## src/design/fbpu_field_index.sv

```systemverilog
`default_nettype none
module fbpu_field_index #(
    parameter int DEPTH = 256,
    parameter int AW    = 8
) (
    input  wire logic [31:0]   i_word,
    input  wire logic [4:0]    i_shift,
    input  wire logic [3:0]    i_bits,
    output logic      [AW-1:0] o_addr
);

    function automatic logic [7:0] f_mod(input logic [7:0] v);
        logic [15:0] rem;
        rem = {8'd0, v};
        for (int k = 7; k >= 0; k--) begin
            if (rem >= (16'(DEPTH) << k)) begin
                rem = rem - (16'(DEPTH) << k);
            end
        end
        return rem[7:0];
    endfunction

    logic [3:0]  len;
    logic [8:0]  mask_wide;
    logic [31:0] shifted;
    logic [7:0]  field;
    logic [7:0]  reduced;

    always_comb begin
        len       = (i_bits > 4'd8) ? 4'd8 : i_bits;
        mask_wide = (9'd1 << len) - 9'd1;
        shifted   = i_word >> i_shift;
        field     = shifted[7:0] & mask_wide[7:0];
        reduced   = f_mod(field);
        o_addr    = reduced[AW-1:0];
    end

endmodule
`default_nettype wire

```

## config.mk

```make
export PLATFORM = sky130hd
export DESIGN_NAME = fbpu_field_index
export DESIGN_NICKNAME = d
export VERILOG_FILES = /design/src/design/fbpu_field_index.sv
export SDC_FILE = /design/constraint.sdc
export NUM_CORES = 1
export LEC_CHECK = 0
export BUFFER_PORTS_ARGS = -buffer_cell sky130_fd_sc_hd__buf_2
export CAP_MARGIN = 20
export CORE_AREA = 2 2 73 75
export DETAILED_ROUTE_END_ITERATION = 6
export DIE_AREA = 0 0 75 77
export MAX_ROUTING_LAYER = met4
export PLACE_DENSITY = 0.73
export SLEW_MARGIN = 10
export SYNTH_ARGS = -nofsm -noshare
export SYNTH_HDL_FRONTEND = slang
export SYNTH_SLANG_ARGS = --single-unit
```

## constraint.sdc

```tcl
create_clock -name vclk -period 4
set_clock_uncertainty 0.15 [all_clocks]
set_input_delay 0.8 -clock vclk [all_inputs]
set_output_delay 0.8 -clock vclk [all_outputs]
set_load 0.1 [all_outputs]
```

# After elaboration in Yosys (flattened, before gate mapping)
# Index checks and enable logic that the tools add are counted.
# op_classes
addsub	1
magnitude_cmp	1
n_shift	2
muxes	1
bitwise	1
# ops
op	n
32-bit by 5-bit right shift with 8-bit output	1
8-bit AND	1
1-bit by 4-bit << shifter with 8-bit output (first input constant)	1
8-bit by 1-bit subtractor with 8-bit output (second input constant)	1
4-bit > comparator (second input constant)	1
4-bit 2-to-1 mux	1
# totals
register_bits	0
output_inout_bits	8

# Depth between registers and ports, before layout
# logic_depth
word_depth	5
depth_mapped	7

# Worst setup path after synthesis
# No wires, ideal clock.
# synth_timing
kind	input port to output port
start	in i_shift[0]
end	out o_addr[4]
arrival_ps	4915
required_time_ps	3050
setup_slack_ps	-1865
path_stages	6
path_buffers	2
cell_sequence	buf_6 > clkbuf_4 > nor2b_1 > a22oi_1 > a311oi_1 > a2111oi_1
# synth_via
elab_chain_len	2
# synth_rtl
element	line	source
start, declared	7	input wire logic [4:0] i_shift,
32-bit by 5-bit right shift with 8-bit output	32	shifted = i_word >> i_shift;
8-bit AND	33	field = shifted[7:0] & mask_wide[7:0];
end, declared	9	output logic [AW-1:0] o_addr
# Every way passes these cells.

# Worst setup path after layout
# Ends and elaborated chain as after synthesis.

==> impl_summary.txt <==
----------------------------------------------------
[Timing]
  Max Freq ... 259 MHz
  Headroom to the max-slew limit ... 0.589
  Min setup slack post-route ... 140 ps
  Post-route clock period utilization ... 0.965
  Transition at the pin with the smallest max-transition slack ... 616 ps
  Final-report hold violation count ... 0
  Total count of max-transition violations in the final report ... 0
  Fin crit period ... 3860 ps
  Unrepaired setup endpoints after global routing ... false
  Worst slack on hold paths ... 2070 ps
  Final Setup Violations ... 0

[Worst hold path]
  HP Class ... in2out
  Worst Hold End ... o_addr[4]
  Startpoint of the worst hold path ... i_bits[2]
  Number of cells traversed by the worst hold path ... 4

[Setup path]
  Number of buffer and inverter stages on the critical path ... 3
  Cell breakdown of the critical path ... buf_2, mux4_2, a2111oi_0, buf_4, a2111oi_2, buf_2
  Required time reported for the critical path endpoint ... 3050 ps
  Highest net fanout along the worst path ... 21
  Crit start category ... input pin
  Most prevalent standard cell on the critical path ... buf_2
  Family with the most delay on the worst path ... buffers and inverters
  Path type of the worst setup path ... in2out
  Arrival time reported for the critical path endpoint ... 2910 ps
  Critical-path top delay cell ... mux4_2
  Kind of capture point of the worst setup path ... output port
  Longest individual stage delay on the worst path ... 580 ps

[Die]
  Initial cell density of the core ... 0.385
  Std-Cell Rows ... 26
  X dimension of the die ... 75 um
  Core ar. ... 0.00498 mm^2
  Die Footprint ... 0.00578 mm^2
  Die height ... 77 um
  Total I/O pin count ... 49

[Logic synthesis]
  Count of warnings emitted by yosys ... 0
  Post-Syn Area ... 0.00192 mm^2
  Sequential-to-total area share from yosys stat ... 0
  Adder-cell share of the synthesized area ... 0.00653
  Gate count after technology mapping ... 195
  Number of library cell types mapped by synthesis ... 51
  Fraction of the mapped netlist area in compound gates ... 0.182
  Share of cell area taken by muxes after synthesis ... 0.572
  Dominant combinational cell family by area after synthesis ... multiplexers
  Post-Synthesis Net Count ... 237
  Parity-gate share of the synthesized area counting xor and xnor cells ... 0.00457
  Synthesized area per cell ... 9.82 um^2
  Simple-gate share of the synthesized area ... 0.149

[Drt]
  Final Routed Wirelength ... 5900 um
  Drc violations ... 0
  Detailed-route via count ... 1951
  First-pass DRT Iterations ... 4
  Routed wire length per instance ... 19.4 um
  Drt via density ... 6.42
  Initial detailed-routing violation count ... 228
  Post-route antenna net violation count ... 0

[Pwr]
  Max VDD drop ... 0.0000621 V
  Total leakage power ... 0.884 nW
  Tot Pwr ... 352 uW
  Power per Cell Area ... 158 mW/mm^2

[Placement]
  Total of buffers placed on input and output ports ... 49
  Routability-driven placement congestion ratio ... 0.885
  HPWL after detailed placement ... 4500 um
  Minimum setup slack after placement ... 146 ps
  Cell area after placement ... 0.00222 mm^2

[Final layout]
  Area used by sequential logic in the layout ... 0 um^2
  Most used cells in the layout excluding fill and tap cells ... buf_2, mux4_2, mux2i_1
  Layout cells sized above 1 ... 0.440
  Final design area excluding fillers ... 0.00222 mm^2
  Number of flip-flops and latches ... 0
  Count of antenna diodes in the layout ... 0
  Area overhead of the layout relative to synthesis ... 15.9%
  Number of nets in the layout ... 278
  Most frequent standard cell in the layout excluding fill and tap cells ... buf_2
  Number of clock-tree buffers in the layout ... 0

[Clock network]
  Hold-fix buffers at CTS ... 0
  Number of setup buffers added after CTS ... 0
  Cts repair resizes ... 0

[GRT]
  Global-route wire length before repair ... 9600 um
  Number of global-route vias before repair ... 1819
  Global router's overall resource usage ... 0.211
  Antenna violations before repair ... 0
  Maximum number of pins on one net before global-route repair ... 33
  Total grt overflow ... 0

[Outcome]
  Status ... complete, no violations

[Flow run]
  Number of max-capacitance violations reported ... 0

----------------------------------------------------
==> layout make-up <==
type                            instances  area [um^2]
Fill cell                             482         2760
Multi-Input combinational cell        171         1780
Timing Repair Buffer                   59          335
Inverter                                4         15.0
Tap cell                               70         87.6
==> cells in the mapped netlist (all sizes together), types with 2 or more instances <==
master   number  share of area
mux4         33           0.39
mux2i        28           0.15
nand2        15          0.029
buf          14          0.065
nor2         11          0.022
nand3         8          0.021
a22oi         7          0.027
nor2b         7          0.023
o21ai         7          0.018
a221oi        6          0.034
clkbuf        6          0.014
mux2          6          0.035
inv           4         0.0078
a21oi         3         0.0078
a31oi         3         0.0098
and2          3         0.0098
nand2b        3         0.0098
nor3          3         0.0078
a2111oi       2         0.0098
a21o          2         0.0078
a311oi        2         0.0091
and3          2         0.0065
nand3b        2         0.0078
o211ai        2         0.0078
==> logic make-up (layout without fill, tap and decap cells) <==
| family | Yosys count | count (layout) |
|---|---|---|
| AO/OA/AOI/OAI | 45 | 45 |
| XOR/XNOR | 1 | 1 |
| adder cells (fa/ha/maj) | 1 | 1 |
| buffers and inverters | 24 | 63 |
| multiplexers | 67 | 67 |
| AND/OR/NAND/NOR | 57 | 57 |
==> per-stage QoR <==
stage               utilization  instances  TNS, ps
finish                    0.446        304        0
global route              0.446        304        0
CTS                       0.446        304        0
detailed placement        0.446        304        0
global placement          0.446        304        0
floorplan                     -        195     -488
==> per-layer routing <==
| metal | up-vias | global-route usage | part of all wire |
|---|---|---|---|
| met5 | - | - | 0 |
| met4 | 0 | 0.0125 | 0 |
| met3 | 0 | 0.0197 | 0.094 |
| met2 | 117 | 0.323 | 0.50 |
| met1 | 942 | 0.319 | 0.41 |
| li1 | 892 | - | - |
==> power by group <==
group          switching (mW)  internal, mW
clock network               0             0
logic                   0.214         0.137
registers                   0             0
total                   0.214         0.137
==> tightest hold or removal path: stages <==
cell,delay [ps]
buf_2,140
o21ai_0,110
a2111oi_2,80
buf_2,280
==> how the worst max path moves through the flow <==
| stage | from | endpoint | slack, ps | cells past startpoint |
|---|---|---|---|---|
| after CTS | i_shift[0] | o_addr[4] | 150 | 6 |
| final | i_shift[0] | o_addr[4] | 140 | 6 |
| after global routing | i_shift[0] | o_addr[1] | 30 | 8 |
| after global placement | i_shift[0] | o_addr[4] | 170 | 6 |
| after detailed placement | i_shift[0] | o_addr[4] | 150 | 6 |
| after floorplan | i_shift[0] | o_addr[4] | -490 | 6 |
(Power assumes the default switching activity.)
