===== src/design/fbpu_pkg.sv =====
`default_nettype none
package fbpu_pkg;

    localparam logic CMD_PIXEL   = 1'b0;
    localparam logic CMD_PALETTE = 1'b1;

    localparam logic [1:0] CH_RED   = 2'd0;
    localparam logic [1:0] CH_GREEN = 2'd1;
    localparam logic [1:0] CH_BLUE  = 2'd2;

    localparam logic [2:0] CFG_RED_SHIFT   = 3'd0;
    localparam logic [2:0] CFG_RED_BITS    = 3'd1;
    localparam logic [2:0] CFG_GREEN_SHIFT = 3'd2;
    localparam logic [2:0] CFG_GREEN_BITS  = 3'd3;
    localparam logic [2:0] CFG_BLUE_SHIFT  = 3'd4;
    localparam logic [2:0] CFG_BLUE_BITS   = 3'd5;
    localparam logic [2:0] CFG_PIXEL_BYTES = 3'd6;
    localparam logic [2:0] CFG_OUTPUT_MODE = 3'd7;

    localparam logic [2:0] MODE_GRAY     = 3'd0;
    localparam logic [2:0] MODE_RGB      = 3'd1;
    localparam logic [2:0] MODE_RAW      = 3'd2;
    localparam logic [2:0] MODE_MONO     = 3'd3;
    localparam logic [2:0] MODE_MONO_INV = 3'd4;

    localparam logic [1:0] COUNT_ONE   = 2'd1;
    localparam logic [1:0] COUNT_THREE = 2'd3;

    localparam logic [7:0] GRAY_W_RED   = 8'd77;
    localparam logic [7:0] GRAY_W_GREEN = 8'd151;
    localparam logic [7:0] GRAY_W_BLUE  = 8'd28;

    typedef struct packed {
        logic        command;
        logic [31:0] pixel_word;
        logic [1:0]  palette_channel;
        logic [7:0]  palette_index;
        logic [15:0] palette_value;
    } t_in_item;

    typedef struct packed {
        logic [7:0] first_byte;
        logic [7:0] second_byte;
        logic [7:0] third_byte;
        logic [1:0] byte_count;
    } t_out_item;

    typedef struct packed {
        logic [4:0] red_shift;
        logic [3:0] red_bits;
        logic [4:0] green_shift;
        logic [3:0] green_bits;
        logic [4:0] blue_shift;
        logic [3:0] blue_bits;
        logic [2:0] pixel_bytes;
        logic [2:0] output_mode;
    } t_cfg;

endpackage
`default_nettype wire


===== src/design/fbpu_format.sv =====
`default_nettype none
module fbpu_format
    import fbpu_pkg::*;
(
    input  wire t_cfg        i_cfg,
    input  wire logic [31:0] i_word,
    input  wire logic [7:0]  i_red,
    input  wire logic [7:0]  i_green,
    input  wire logic [7:0]  i_blue,
    output t_out_item        o_item
);

    logic [15:0] gray_sum;
    logic [7:0]  mono;

    always_comb begin
        gray_sum = 16'(GRAY_W_RED) * 16'(i_red) + 16'(GRAY_W_GREEN) * 16'(i_green)
                 + 16'(GRAY_W_BLUE) * 16'(i_blue);
        for (int i = 0; i < 8; i++) begin
            mono[7-i] = i_word[i];
        end
        o_item.first_byte  = i_red;
        o_item.second_byte = i_green;
        o_item.third_byte  = i_blue;
        o_item.byte_count  = COUNT_THREE;
        case (i_cfg.output_mode)
            MODE_GRAY: begin
                o_item.first_byte  = gray_sum[15:8];
                o_item.second_byte = 8'd0;
                o_item.third_byte  = 8'd0;
                o_item.byte_count  = COUNT_ONE;
            end
            MODE_RAW: begin
                o_item.first_byte  = i_word[7:0];
                o_item.second_byte = i_word[15:8];
                o_item.third_byte  = i_word[23:16];
            end
            MODE_MONO, MODE_MONO_INV: begin
                o_item.first_byte  = (i_cfg.output_mode == MODE_MONO_INV) ? ~mono : mono;
                o_item.second_byte = 8'd0;
                o_item.third_byte  = 8'd0;
                o_item.byte_count  = COUNT_ONE;
            end
            default: begin
            end
        endcase
    end

endmodule
`default_nettype wire

===== config.mk =====
export PLATFORM = sky130hd
export DESIGN_NAME = fbpu_format
export DESIGN_NICKNAME = d
export VERILOG_FILES = /design/src/design/fbpu_pkg.sv /design/src/design/fbpu_format.sv
export SDC_FILE = /design/constraint.sdc
export NUM_CORES = 1
export LEC_CHECK = 0
export ABC_AREA = 1
export BUFFER_PORTS_ARGS = -buffer_cell sky130_fd_sc_hd__buf_2
export CAP_MARGIN = 10
export CORE_UTILIZATION = 50
export DETAILED_ROUTE_END_ITERATION = 6
export GPL_ROUTABILITY_DRIVEN = 0
export PLACE_DENSITY = 0.81
export RECOVER_POWER = 50
export REMOVE_ABC_BUFFERS = 1
export SETUP_SLACK_MARGIN = 0.5
export SLEW_MARGIN = 20
export SYNTH_ARGS = -nofsm -noshare
export SYNTH_HDL_FRONTEND = slang
export SYNTH_SLANG_ARGS = --single-unit

===== constraint.sdc =====
create_clock -name vclk -period 4.6
set_input_delay 0.23 -clock vclk [all_inputs]
set_output_delay 0.23 -clock vclk [all_outputs]
set_load 0.01 [all_outputs]

# Yosys cells after proc, flatten, opt, wreduce, memory -nomap -nowiden

Index checks and enable logic that the tools add are counted.

Register bits: 0
Latch bits: 0
Memory bits (writable): 0
Bits in read-only memories: 0
Memories: 0

Add/subtract/negate cells: 2
Multiply operators: 3
Div/mod/pow operators: 0
Magnitude comparators: 0
Equal/unequal tests: 3
Shifts and indexed selects: 0
Mux-type cells: 3
Bitwise operators: 1
Reductions and logical operators: 3

Operators by type and width:

| kind                                                | number |
|---|---|
| case mux 24 bit (3 select lines)                    | 1 |
| adder 15 x 16 -> 16 bit                             | 1 |
| adder 16 x 13 -> 16 bit                             | 1 |
| multiplier 8 x 8 -> 16 bit, first input constant    | 1 |
| multiplier 7 x 8 -> 15 bit, first input constant    | 1 |
| multiplier 3 x 8 -> 11 bit, first input constant    | 1 |
| two-way mux 8 bit                                   | 1 |
| inverter 8 bit                                      | 1 |
| equality test 3 x 2 -> 1 bit, second input constant | 2 |
| equality test 3 bit, second input constant          | 1 |
| zero test 3 bit                                     | 1 |
| OR reduction 3 bit                                  | 1 |
| two-way mux 2 bit                                   | 1 |
| OR reduction 2 bit                                  | 1 |

# Logic depth before layout (Yosys ltp)

Gate-level depths: netlist of run 1.

Word-level depth: 4
Depth in mapped cells: 23
Depth with buffers taken out: 23

# Worst setup path before layout of run 1

No wires, ideal clock.

Path type: in2out
From: input port i_green[5]
To: output port o_item[19] (netlist bit)
Arrival: 4.471 ns
Data required time: 4.370 ns
Slack: -0.101 ns
Cell stages on the path: 17
Buffers on the path: 0
Cell sequence: fa_1 -> inv_1 -> fa_1 -> inv_1 -> fa_1 -> inv_1 -> fa_1 -> inv_1 -> fa_1 -> fa_1 -> ha_1 -> a21oi_1 -> o21a_1 -> nand2_1 -> nand2_1 -> nand3_1 -> a21oi_1

RTL lines:

| item        | RTL line          | source |
|---|---|---|
| from (decl) | fbpu_format.sv:8  | `input wire logic [7:0] i_green,` |
| to (decl)   | fbpu_format.sv:10 | `output t_out_item o_item` |

==> impl_metrics.json, run 1 <==
{
  "seq_area_um2": 0,
  "holdWs_ns": 0.755,
  "overflow": 0,
  "fillCellCount": 595,
  "relSlewSlack": -0.106,
  "grt_max_degree": 23,
  "nClkBuffers": 0,
  "antenna_found_initial": 0,
  "firstDrtPassIters": 5,
  "portBuffers": 76,
  "dp_hpwl_mm": 8.60,
  "die_w_um": 88.3,
  "n_antenna_cell": 0,
  "hold-path-cell-count": 4,
  "syn_inst": 482,
  "grtUsageTotal": 0.288,
  "end_kind": "primary output",
  "num_vias": 3836,
  "holdCritStartpoint": "i_word[11]",
  "fp.dieH_um": 88.3,
  "holdPathEnd": "o_item[13]",
  "finalSetupViolations": 8,
  "violations": "capacitance limit, slew limit, setup timing",
  "rsz0062_at_grt": "yes",
  "tightest_slew_ns": 1.65,
  "arrival_ns": 4.92,
  "viasPerCell": 5.43,
  "fp.coreArea_um2": 7210,
  "synth.avg_cell_area_um2": 7.73,
  "dpl_cell_area_um2": 4550,
  "worstPathMaxFanout": 4,
  "postLayoutCellArea_um2": 4900,
  "fin_crit_ns": 5.15,
  "drt_iter0_drc": 311,
  "synth_top_area_cell": "fa_1",
  "grt_pass1_wl_mm": 17.1,
  "ys_seq_area_frac": 0,
  "syn2layout_area_growth_pct": 31.5,
  "nets": 833,
  "timing.final.crit_share": 1.12,
  "drv_cap": 1,
  "min_path_type": "input pin to primary output",
  "rows": 31,
  "seq_cells": 0,
  "fin_setup_tns_ns": -3.61,
  "synthDistinctLibCells": 28,
  "synth_common_cells": "inv_1 (144), ha_1 (73), fa_1 (62), nand2_1 (61), nand3_1 (22)",
  "initial_core_util": 0.517,
  "drt-total-wl_mm": 11.6,
  "layout_setup_ws_ns": -0.552,
  "postCtsHoldBufs": 0,
  "grt_pass1_vias": 3825,
  "wl_per_cell_um": 16.4,
  "outcome": "finished, violations left",
  "required_ns": 4.37,
  "synthDominantCellAreaShare": 0.333,
  "ant_nets": 0,
  "synth_most_common_cell": "inv_1",
  "drive_gt1_frac": 0.308,
  "hold_viol": 0,
  "place_ws_ns": -0.583,
  "max_clock_freq_mhz": 194,
  "final-max-slew-violation-count": 23,
  "syn_area_um2": 3730,
  "remaining_drc_errors": 0,
  "boundaryPins": 115,
  "critPathKind": "input pin to primary output",
  "ys_warn_count": 0,
  "dieArea_um2": 7800,
  "synth_area_leaders": "fa_1 (33%), ha_1 (25%), inv_1 (15%)",
  "cp-start-kind": "input pin"
}
==> kinds of logic (layout without fill, tap and decap cells) <==
logic type	Yosys count	count (layout)	share of synthesized area
fa+ha+maj	135	135	0.578
buf+inv	155	280	0.160
xor+xnor	7	7	0.0164
other cells	1	1	0.00101
simple gates	122	122	0.145
compound gates	62	62	0.0994
==> per-stage QoR <==
stage,util,std cells
2_1_floorplan,-,476
3_3_place_gp,0.631,699
3_5_place_dp,0.631,699
4_1_cts,0.663,705
5_1_grt,0.679,706
6_report,0.679,706
==> how the worst max path moves through the flow <==
| stage | from | to | slack [ns] |
|---|---|---|---|
| after floorplan | i_green[5] | o_item[19] | -0.10 |
| after global placement | i_green[5] | o_item[24] | -0.47 |
| after detailed placement | i_blue[0] | o_item[23] | -0.58 |
| after CTS | i_blue[2] | o_item[23] | -0.35 |
| after global routing | i_green[6] | o_item[19] | -0.68 |
| final | i_blue[2] | o_item[19] | -0.55 |
==> layout by cell type (no fill, tap or decap), types with 4 or more instances in the layout <==
master	count
a211oi_1	4
a21oi_1	9
a21oi_2	5
a22o_1	6
a31oi_1	5
buf_2	71
buf_4	51
buf_6	7
fa_1	61
ha_1	64
ha_4	7
inv_1	138
inv_2	11
nand2_1	54
nand2_2	10
nand3_1	17
nand3_2	5
nand3b_1	6
nor2_1	18
nor2_2	4
o21ai_0	8
o21ai_1	13
xor2_1	4
==> worst max-delay path, stage by stage <==
cell and delay, ns:
buf_8 0.10, fa_1 0.55, ha_2 0.20, inv_2 0.05, fa_2 0.35, nand3b_1 0.18
nand2_2 0.10, xor2_1 0.16, inv_1 0.07, fa_1 0.51, fa_1 0.58, inv_2 0.05
fa_1 0.51, inv_2 0.05, ha_4 0.25, a21oi_4 0.18, o21a_1 0.18, nand2_1 0.09
nand2_1 0.12, nand3_2 0.11, a21oi_2 0.16, buf_2 0.15
==> layout make-up <==
class              count  area [um^2]  area share
well taps             99          124      0.0253
inverters            149          559       0.114
multi-input cells    327         3380       0.690
repair buffers       131          836       0.171
==> per-layer routing <==
metal  global-route usage  wire length [um]  vias to the layer above
met1                0.347              4410                     1812
li1                     -                 -                     1736
met3               0.0243               787                       79
met2                0.517              5600                      209
met5                    0                 0                        -
met4                0.142               778                        0
==> repair_timing <==
item                       in CTS  in global routing
setup buffers                   6                  1
resized for setup              41                 25
setup endpoints to repair       8                  8
pin swaps                      33                 10
Power of run 1 is left out: the tool's default activity adds up to more than one toggle a clock period on the data nets, which glitch-free logic cannot reach.
==> run 2, diff against run 1 <==
--- a/config.mk
+++ b/config.mk
@@ -11,6 +11,7 @@
 export CORE_UTILIZATION = 50
 export DETAILED_ROUTE_END_ITERATION = 6
 export GPL_ROUTABILITY_DRIVEN = 0
+export MAX_ROUTING_LAYER = met4
 export PLACE_DENSITY = 0.81
 export RECOVER_POWER = 50
 export REMOVE_ABC_BUFFERS = 1
==> run 2 against run 1 <==
  * The flow still finishes with violations (capacitance limit, slew limit, setup timing)
  * Worst setup slack lost 0.017 ns
  * Sequential share of layout area is the same
  * Non-clock buffer count is the same
  * Utilization is the same
  * Final cell count is the same
  * Global-route usage grew 0.95 points
  * First-iteration DRC count shrank 13%
  * Wire length grew 0.45%
  * Highest routed layer unchanged
==> impl_metrics.json, run 2 (synthesized netlist as in run 1, its figures left out) <==
{
  "fp.coreArea_um2": 7210,
  "max_clock_freq_mhz": 193,
  "fillCellCount": 595,
  "end_kind": "primary output",
  "wl_per_cell_um": 16.5,
  "num_vias": 3817,
  "overflow": 0,
  "final_cell_mix": "inv_1 (138), buf_2 (71), ha_1 (64)",
  "critPathKind": "input pin to primary output",
  "final-max-slew-violation-count": 23,
  "cpMaxStageDelayCell": "fa_1",
  "grt_pass1_wl_mm": 17.2,
  "postLayoutCellArea_um2": 4900,
  "multi_input_area_um2": 3380,
  "critPathBufInv": 6,
  "rows": 31,
  "remaining_drc_errors": 0,
  "ant_nets": 0,
  "seq_area_um2": 0,
  "path_depth": 22,
  "cp-start-kind": "input pin",
  "drv_cap": 1,
  "finalSetupViolations": 8,
  "timing.final.crit_share": 1.12,
  "dpl_cell_area_um2": 4550,
  "n_antenna_cell": 0,
  "tightest_slew_ns": 1.63,
  "seq_cells": 0,
  "cp_slowest_stage_delay_ns": 0.58,
  "fin_setup_tns_ns": -3.70,
  "antenna_found_initial": 0,
  "nets": 833,
  "drive_gt1_frac": 0.308,
  "grt_pass1_vias": 3819,
  "dieArea_um2": 7800,
  "layout_commonest_cell": "inv_1",
  "postCtsHoldBufs": 0,
  "die_w_um": 88.3,
  "fin_crit_ns": 5.17,
  "grtUsageTotal": 0.298,
  "hold_viol": 0,
  "drt_iter0_drc": 270,
  "initial_core_util": 0.517,
  "required_ns": 4.37,
  "drt-total-wl_mm": 11.6,
  "min_path_type": "input pin to primary output",
  "relSlewSlack": -0.0933,
  "viasPerCell": 5.41,
  "crit_top_cell": "fa_1",
  "place_ws_ns": -0.583,
  "dp_hpwl_mm": 8.60,
  "path_cells": "buf_8 -> fa_1 -> ha_2 -> inv_2 -> fa_2 -> nand3b_1 -> nand2_2 -> xor2_1 -> inv_1 -> fa_1 -> fa_1 -> inv_2 -> fa_1 -> inv_2 -> ha_4 -> a21oi_4 -> o21a_1 -> nand2_1 -> nand2_1 -> nand3_2 -> a21oi_2 -> buf_2",
  "firstDrtPassIters": 6,
  "dp_cells": 699,
  "outcome": "finished, violations left",
  "portBuffers": 76,
  "fp.dieH_um": 88.3,
  "fin_cells": 706,
  "cp-startpoint": "i_blue[2]",
  "arrival_ns": 4.94,
  "grt_max_degree": 23,
  "layout_setup_ws_ns": -0.568,
  "violations": "capacitance limit, slew limit, setup timing",
  "worstSetupEndpoint": "o_item[19]",
  "nClkBuffers": 0,
  "boundaryPins": 115,
  "crit_family": "adder cells",
  "syn2layout_area_growth_pct": 31.5,
  "rsz0062_at_grt": "yes",
  "worstPathMaxFanout": 4
}
[run 2: cell counts in the layout (fill, tap and decap cells not counted)]
No cell type changed its count.
[run 2: how the worst min path moves through the flow]
stage,cells past startpoint,slack (ns),to,from
6_report,4,0.76,o_item[13],i_word[11]
4_1_cts,4,0.76,o_item[2],i_word[16]
3_3_place_gp,4,0.75,o_item[2],i_word[16]
5_1_grt,4,0.77,o_item[9],i_word[23]
2_1_floorplan,2,0.59,o_item[10],i_word[8]
3_5_place_dp,4,0.76,o_item[12],i_word[10]
[run 2: metal layers]
layer / routed length (um) / part of all wire / GRT usage / vias up
met2: 5630 / 0.48 / 0.515 / 204
met5: 0 / 0 / - / -
met4: 774 / 0.067 / 0.145 / 0
li1: - / - / - / 1736
met3: 766 / 0.066 / 0.0280 / 75
met1: 4460 / 0.38 / 0.346 / 1802
[run 2: metrics by stage]
stage,hold slack [ns],util
6_report,0.755,0.679
5_1_grt,0.769,0.679
4_1_cts,0.760,0.663
3_5_place_dp,0.757,0.631
3_3_place_gp,0.751,0.631
2_1_floorplan,0.591,-
[run 2: cell type report]
class	count	area share
Inverter	149	0.114
Multi-Input combinational cell	327	0.690
Tap cell	99	0.0253
Timing Repair Buffer	131	0.171
[run 2: timing repair]
item,in CTS,in global routing
buffers inserted,6,1
gates resized for setup,41,25
pin swaps,33,10
gates cloned,0,0
endpoints found under the hold margin,0,0
endpoints found under the setup margin,8,8
Power of run 2 is left out for the same reason.
